### src/rtl/edst_pkg.sv
// Shared constants and types for the EU DST local time breakdown block.
// Holds reciprocal constants for the constant dividers; no dependencies.
package edst_pkg;

  localparam int unsigned CFG_IDX_W  = 1;
  localparam int unsigned CFG_DATA_W = 11;

  localparam logic [CFG_IDX_W-1:0] REG_BASE_OFFSET = 1'b0;
  localparam logic [CFG_IDX_W-1:0] REG_AUTO_DST    = 1'b1;

  // Civil calendar constants
  localparam logic [19:0] Z_OFS   = 20'd719468;
  localparam logic [19:0] ERA5_Z  = 20'd730485;
  localparam logic [19:0] ERA4_Z  = 20'd584388;
  localparam logic [17:0] DOE_MAX = 18'd146096;

  // floor(x/c) = (x*M) >> S, exact for the operand widths used
  localparam int unsigned S675   = 35;
  localparam logic [25:0] M675   = 26'(((64'd1 << S675) + 64'd674) / 64'd675);
  localparam int unsigned S1460  = 29;
  localparam logic [18:0] M1460  = 19'(((64'd1 << S1460) + 64'd1459) / 64'd1460);
  localparam int unsigned S36524 = 34;
  localparam logic [18:0] M36524 = 19'(((64'd1 << S36524) + 64'd36523) / 64'd36524);
  localparam int unsigned S365   = 27;
  localparam logic [18:0] M365   = 19'(((64'd1 << S365) + 64'd364) / 64'd365);
  localparam int unsigned S100   = 16;
  localparam logic [9:0]  M100   = 10'(((64'd1 << S100) + 64'd99) / 64'd100);
  localparam int unsigned S153   = 19;
  localparam logic [11:0] M153   = 12'(((64'd1 << S153) + 64'd152) / 64'd153);
  localparam int unsigned S5     = 14;
  localparam logic [11:0] M5     = 12'(((64'd1 << S5) + 64'd4) / 64'd5);
  localparam int unsigned S7     = 19;
  localparam logic [16:0] M7     = 17'(((64'd1 << S7) + 64'd6) / 64'd7);
  localparam int unsigned S3600  = 29;
  localparam logic [17:0] M3600  = 18'(((64'd1 << S3600) + 64'd3599) / 64'd3600);
  localparam int unsigned S60    = 18;
  localparam logic [12:0] M60    = 13'(((64'd1 << S60) + 64'd59) / 64'd60);

  typedef struct packed {
    logic [31:0]        utc;
    logic [15:0]        ud;
    logic [16:0]        usecs;
    logic               sync;
    logic signed [10:0] base;
    logic               auto_dst;
  } utc_ctx_t;

  typedef struct packed {
    logic [31:0]        local_sec;
    logic signed [10:0] off;
    logic               dst;
    logic               sync;
  } loc_ctx_t;

  typedef struct packed {
    loc_ctx_t   ctx;
    logic [4:0] hour;
    logic [5:0] minute;
    logic [5:0] second;
    logic [2:0] wday;
  } hms_ctx_t;

endpackage

### src/rtl/edst_civil.sv
// Nine-stage pipelined conversion of an epoch day count to year, month, day.
// Depends on edst_pkg; carries an opaque sideband alongside each item.
module edst_civil #(
  parameter int unsigned SbW = 1
) (
  input  logic             clk_i,
  input  logic             rst_ni,
  input  logic             en_i,
  input  logic             valid_i,
  input  logic [15:0]      days_i,
  input  logic [SbW-1:0]   sb_i,
  output logic             valid_o,
  output logic [11:0]      year_o,
  output logic [3:0]       month_o,
  output logic [4:0]       day_o,
  output logic [SbW-1:0]   sb_o
);
  import edst_pkg::*;

  logic [8:0]     vld_q;
  logic [7:0]     era_q;
  logic [SbW-1:0] sb_q [9];

  logic [19:0] z;
  logic        era5;
  logic [17:0] doe;
  logic [17:0] c1_doe_q;
  logic [36:0] p1460, p36524;
  logic [6:0]  c2_q1_q;
  logic [2:0]  c2_q2_q;
  logic [17:0] c2_doe_q;
  logic [17:0] c3_n_q, c3_doe_q;
  logic [36:0] p365;
  logic [8:0]  c4_yoe_q;
  logic [17:0] c4_doe_q;
  logic [18:0] p100;
  logic [1:0]  c5_c100_q;
  logic [17:0] c5_y365_q, c5_doe_q;
  logic [8:0]  c5_yoe_q;
  logic [17:0] doy_w;
  logic [8:0]  c6_doy_q, c6_yoe_q;
  logic [10:0] t153;
  logic [22:0] p153;
  logic [3:0]  c7_mp_q;
  logic [8:0]  c7_doy_q, c7_yoe_q;
  logic [10:0] u5;
  logic [22:0] p5;
  logic [8:0]  c8_q_q, c8_doy_q, c8_yoe_q;
  logic [3:0]  c8_mp_q;
  logic [3:0]  month_d;
  logic [11:0] year_q;
  logic [3:0]  month_q;
  logic [4:0]  day_q;

  always_ff @(posedge clk_i or negedge rst_ni) begin
    if (!rst_ni) begin
      vld_q <= '0;
    end else if (en_i) begin
      vld_q <= {vld_q[7:0], valid_i};
    end
  end

  assign z    = 20'(days_i) + Z_OFS;
  assign era5 = (z >= ERA5_Z);
  assign doe  = 18'(z - (era5 ? ERA5_Z : ERA4_Z));

  assign p1460  = 37'(c1_doe_q) * 37'(M1460);
  assign p36524 = 37'(c1_doe_q) * 37'(M36524);
  assign p365   = 37'(c3_n_q) * 37'(M365);
  assign p100   = 19'(c4_yoe_q) * 19'(M100);
  assign doy_w  = c5_doe_q - (c5_y365_q + 18'(c5_yoe_q[8:2]) - 18'(c5_c100_q));
  assign t153   = 11'({c6_doy_q, 2'b00}) + 11'(c6_doy_q) + 11'd2;
  assign p153   = 23'(t153) * 23'(M153);
  assign u5     = 11'(c7_mp_q) * 11'd153 + 11'd2;
  assign p5     = 23'(u5) * 23'(M5);
  assign month_d = (c8_mp_q < 4'd10) ? c8_mp_q + 4'd3 : c8_mp_q - 4'd9;

  always_ff @(posedge clk_i) begin
    if (en_i) begin
      sb_q[0] <= sb_i;
      for (int i = 1; i < 9; i++) begin
        sb_q[i] <= sb_q[i-1];
      end
      era_q     <= {era_q[6:0], era5};
      c1_doe_q  <= doe;
      c2_q1_q   <= p1460[35:29];
      c2_q2_q   <= p36524[36:34];
      c2_doe_q  <= c1_doe_q;
      c3_n_q    <= c2_doe_q - 18'(c2_q1_q) + 18'(c2_q2_q) - 18'(c2_doe_q == DOE_MAX);
      c3_doe_q  <= c2_doe_q;
      c4_yoe_q  <= p365[35:27];
      c4_doe_q  <= c3_doe_q;
      c5_c100_q <= p100[17:16];
      c5_y365_q <= 18'(c4_yoe_q) * 18'd365;
      c5_yoe_q  <= c4_yoe_q;
      c5_doe_q  <= c4_doe_q;
      c6_doy_q  <= doy_w[8:0];
      c6_yoe_q  <= c5_yoe_q;
      c7_mp_q   <= p153[22:19];
      c7_doy_q  <= c6_doy_q;
      c7_yoe_q  <= c6_yoe_q;
      c8_q_q    <= p5[22:14];
      c8_mp_q   <= c7_mp_q;
      c8_doy_q  <= c7_doy_q;
      c8_yoe_q  <= c7_yoe_q;
      day_q     <= 5'(c8_doy_q - c8_q_q + 9'd1);
      month_q   <= month_d;
      year_q    <= 12'(c8_yoe_q) + (era_q[7] ? 12'd2000 : 12'd1600)
                   + 12'(month_d <= 4'd2);
    end
  end

  assign valid_o = vld_q[8];
  assign sb_o    = sb_q[8];
  assign year_o  = year_q;
  assign month_o = month_q;
  assign day_o   = day_q;

endmodule

### config.mk
export PLATFORM = sky130hd
export DESIGN_NAME = edst_civil
export DESIGN_NICKNAME = d
export VERILOG_FILES = /design/src/rtl/edst_pkg.sv /design/src/rtl/edst_civil.sv
export SDC_FILE = /design/constraint.sdc
export NUM_CORES = 1
export LEC_CHECK = 0
export ABC_CLOCK_PERIOD_IN_PS = 7300
export BUFFER_PORTS_ARGS = -buffer_cell sky130_fd_sc_hd__buf_2
export CAP_MARGIN = 20
export CORE_MARGIN = 4
export CORE_UTILIZATION = 67
export CTS_BUF_LIST = sky130_fd_sc_hd__clkbuf_4 sky130_fd_sc_hd__clkbuf_8
export DETAILED_ROUTE_END_ITERATION = 10
export GPL_TIMING_DRIVEN = 0
export HOLD_SLACK_MARGIN = 0.1
export PLACE_DENSITY = 0.88
export RECOVER_POWER = 50
export SLEW_MARGIN = 20
export SYNTH_ARGS = -nofsm -noshare
export SYNTH_HDL_FRONTEND = slang
export SYNTH_SLANG_ARGS = --single-unit
### constraint.sdc
create_clock -name clk_i -period 7.3 [get_ports clk_i]
set_clock_uncertainty 0.2 [all_clocks]
set_input_delay 0.365 -clock clk_i [delete_from_list [all_inputs] [get_ports clk_i]]
set_output_delay 0.365 -clock clk_i [all_outputs]
set_load 0.02 [all_outputs]
==> summary by stage <==
Global routing
The first global-routing pass estimated 110400 um of wire. The total routing resource utilization after global routing is 27.45%. The number of global-route vias before repair was 22357. Entering global routing, the biggest net connects 98 pins. After global routing the overflow that remains totals 0.

The number of antenna violations at the first check in global routing is 0.

Die
Measured along the x axis, the die boundary spans 223.1 um. In this run the vertical extent of the chip is 223.1 um. The floorplan core area is 0.04558 mm^2.

The number of rows in the core area is 78. The die covers 0.04975 mm^2. The effective utilization at floorplan is 67.99%. During I/O placement, the number of pins put on the boundary was 44.

Routing
The count of nets left with antenna violations once routing finished came out at 0. The routed length per instance is 18.95 um. Before antenna repair, the detailed router went through 5 iterations. After detailed routing, the number of vias per cell comes to around 5.8. The count of routing violations after the opening detailed-route iteration is 1117.

After detailed routing, the number of remaining DRC violations is 0. Summed over all layers, the routed wires come to 66040 um. The via count is slightly above 20000.

Finish
The fraction of final layout cells sized beyond drive strength 1 is 4.645%. The area overhead of the layout relative to synthesis is 6.384%. The final layout contains between 3000 and 4000 nets. Measured on the finished design, the core utilization comes to 72.33%. The repair_antennas step left the layout with diodes totalling 0.

The finished cells cover 0.03296 mm^2. For this run, the number of standard cells in the final layout without fillers is between 3000 and 4000.

CTS
The number of buffers added by the clock tree synthesis step is 36. For the worst-skew pair, the clock arrives at the later sink with an insertion delay of about 0.56 ns. TritonCTS built the clock tree. Clock-pin slew was measured on the worst setup and hold paths at 0.07 ns. Counting along the longest clock path gives a buffer depth of 3.

The library cell used as clock root buffer is sky130_fd_sc_hd__clkbuf_8. The depth of the CTS H-tree is 2. Counting every sink on the clock net gives ~220.

Timing
The fmax is 143.5 MHz. The final period utilization is 95.49%. The setup violation total in the final timing report is 0. The slack of the critical path is roughly 0.33 ns. The time the worst path needs with I/O delays and setup is 6.971 ns.

The count of endpoints failing hold in the final timing report came to 0. The number of max-slew violations in the final report came to 122. The measured slew at the worst slew-check pin is approximately 3.4 ns. In this run the tightest slew margin relative to its limit is -125.8%.

Placed design
The number of buffers added on ports is 39. Detailed placement finished with a half-perimeter wire length of 54220 um. The worst slack at placement is 0.2147 ns.

In this run the cell area measured after placement is 0.03200 mm^2. At the end of routability-driven placement, the weighted congestion stood at 0.9820. Once placement completed, the tool counted placed cells totaling 3394.

Critical path
The beginning of the worst register-to-register path is c1_doe_q[10]. The maximum fanout encountered on the critical timing path is 15. The worst setup path is launched from a register.

Data arrives at the worst endpoint at 7.07 ns. Data on the critical path is required at its endpoint by 7.40 ns. STA classifies the critical path endpoint as a register. Counting cells, the worst reg-to-reg path comes to 18.

The type of the worst setup path is reg -> reg. The capture instance of the worst register-to-register path is c2_q2_q[1]. For flop-to-flop paths, the worst setup slack is around 0.33 ns.

Synth
The number of distinct library cell variants in the gate-level netlist after synthesis is 74. The cell count after synthesis is roughly 2800. The average size of a mapped cell is roughly 11 um^2.

The multiplexer area fraction after synthesis is 0.4603%. The post-synthesis share of cell area spent on xor and xnor gates is 3.844%. Counting instances in the post-synthesis netlist gives the leading cell types as sky130_fd_sc_hd__inv_1 (713), sky130_fd_sc_hd__ha_1 (676), sky130_fd_sc_hd__fa_1 (423), sky130_fd_sc_hd__edfxtp_1 (215), sky130_fd_sc_hd__xnor2_1 (104). After synthesis, the largest family of logic cells by area is adder cells. The number of nets handed over by synthesis was 3873.

After synthesis the netlist holds a flip-flop and latch count of approximately 220. The cell type with the highest aggregate area in the netlist is sky130_fd_sc_hd__fa_1. The number of warnings issued by yosys is 0. The fraction of the yosys area taken by sequential cells is 21.56%. The top cell type's share of synthesized area is 27.33%. The mapped netlist covers 0.03099 mm^2. Of all flip-flops after synthesis, the portion carrying an async set or reset was 4.018%. The adder-cell share of the synthesized area is 54.63%. The synthesized netlist devotes 4.321% of its cell area to simple gates.

The fraction of the mapped netlist area in compound gates is under 10%. The most instantiated flip-flop cell in the synthesis netlist is sky130_fd_sc_hd__edfxtp_1. After synthesis, the cell types taking the most area are sky130_fd_sc_hd__fa_1 (27%), sky130_fd_sc_hd__ha_1 (27%), sky130_fd_sc_hd__edfxtp_1 (21%). In this run, synthesis inferred 215 flip-flops with an integrated enable. The most common cell in the netlist is sky130_fd_sc_hd__inv_1.

Job
The max-capacitance violation count is 2.

Run status
The run finished, with violations left. The checks that failed: max-capacitance violations, max-slew violations.

Hold path
The startpoint of the tightest hold check path is sb_q[0][5]. The count of cells along the worst hold path is 0. The path with the worst hold slack has its endpoint at sb_q[0][6]. The worst hold path class is reg -> reg.
flip-flops by register name, summed over array words and instances (netlist names), 5 cells and up:
signal / flops
c7_doy_q: 5
c6_doy_q: 9
c7_yoe_q: 9
c3_doe_q: 9
era_q: 8
c8_doy_q: 5
c4_yoe_q: 9
c2_q1_q: 7
c4_doe_q: 9
day_o: 5
year_o: 12
c2_doe_q: 18
c8_yoe_q: 9
vld_q: 9
sb_q: 9
c5_doe_q: 9
c5_y365_q: 9
c6_yoe_q: 9
c1_doe_q: 18
c3_n_q: 18
c8_q_q: 5
c5_yoe_q: 7
worst max-delay path by stage:
stage                 start         end
2_1_floorplan    c7_mp_q[1]   c8_q_q[4]
3_3_place_gp   c1_doe_q[12]  c2_q2_q[2]
3_5_place_dp   c1_doe_q[12]  c2_q2_q[1]
4_1_cts        c1_doe_q[12]  c2_q2_q[1]
5_1_grt         c6_doy_q[1]  c7_mp_q[0]
6_report       c1_doe_q[10]  c2_q2_q[1]
metrics by stage:
step / TNS [ns] / hold slack [ns]
final: 0 / 0.2138
after global placement: 0 / 0.01534
after detailed placement: 0 / 0.02178
after global routing: -0.004174 / 0.2173
after CTS: 0 / 0.2064
after floorplan: 0 / -0.1306
routing by layer:
metal,up-vias,part of all wire (%),track usage (%)
li1,9219,-,-
met1,10006,39,33.98
met2,705,51,48.42
met3,250,5.4,4.079
met4,0,4.8,11.35
met5,-,0,0
logic make-up (layout without fill, tap and decap cells):
| logic type | count (synthesis) | after routing |
|---|---|---|
| flops | 224 | 224 |
| xor+xnor | 136 | 136 |
| compound gates | 295 | 295 |
| buf+inv | 720 | 852 |
| mux | 13 | 13 |
| fa+ha+maj | 1099 | 1099 |
| simple gates | 266 | 266 |
final cells by class:
class	instances	area, um^2
Sequential cell	224	6681
Multi-Input combinational cell	1809	21610
Timing Repair Buffer	69	416.7
Clock buffer	44	555.5
Tap cell	600	750.7
Buffer	7	32.53
Fill cell	2873	12610
Inverter	713	2676
Clock inverter	19	242.7
cell usage in the layout (no fill, tap or decap), types with 30 or more instances in the layout:
cell type / netlist / routed
sky130_fd_sc_hd__xnor2_1: 104 / 103
sky130_fd_sc_hd__edfxtp_1: 215 / 215
sky130_fd_sc_hd__a21oi_1: 80 / 80
sky130_fd_sc_hd__clkbuf_8: 0 / 36
sky130_fd_sc_hd__a21o_1: 30 / 30
sky130_fd_sc_hd__nor2_1: 82 / 82
sky130_fd_sc_hd__nand2_1: 50 / 50
sky130_fd_sc_hd__inv_1: 713 / 713
sky130_fd_sc_hd__fa_1: 423 / 423
sky130_fd_sc_hd__xor2_1: 32 / 32
sky130_fd_sc_hd__ha_1: 676 / 676
sky130_fd_sc_hd__o21ai_0: 53 / 53
worst max-delay path, cell delays in order, from the launching register on:
cell,delay (ns)
sky130_fd_sc_hd__edfxtp_1,1.04
sky130_fd_sc_hd__inv_1,0.37
sky130_fd_sc_hd__ha_1,0.45
sky130_fd_sc_hd__inv_1,0.18
sky130_fd_sc_hd__ha_1,0.18
sky130_fd_sc_hd__inv_1,0.07
sky130_fd_sc_hd__fa_1,0.56
sky130_fd_sc_hd__fa_1,0.47
sky130_fd_sc_hd__fa_1,0.55
sky130_fd_sc_hd__inv_1,0.05
sky130_fd_sc_hd__fa_1,0.47
sky130_fd_sc_hd__ha_1,0.23
sky130_fd_sc_hd__a2111oi_0,0.57
sky130_fd_sc_hd__o221ai_1,0.23
sky130_fd_sc_hd__a21oi_1,0.16
sky130_fd_sc_hd__and3_1,0.26
sky130_fd_sc_hd__o31ai_1,0.16
sky130_fd_sc_hd__a21oi_1,0.22
sky130_fd_sc_hd__xnor2_1,0.27
repair_timing:
item | CTS | global route
endpoints found under the setup margin | 0 | 4
buffers inserted | 0 | 20
resized for setup | 0 | 2
hold endpoints to repair | 73 | 0
hold buffers | 8 | 0
Power is left out: the tool's default activity adds up to more than one toggle a clock period on the data nets, which glitch-free logic cannot reach.
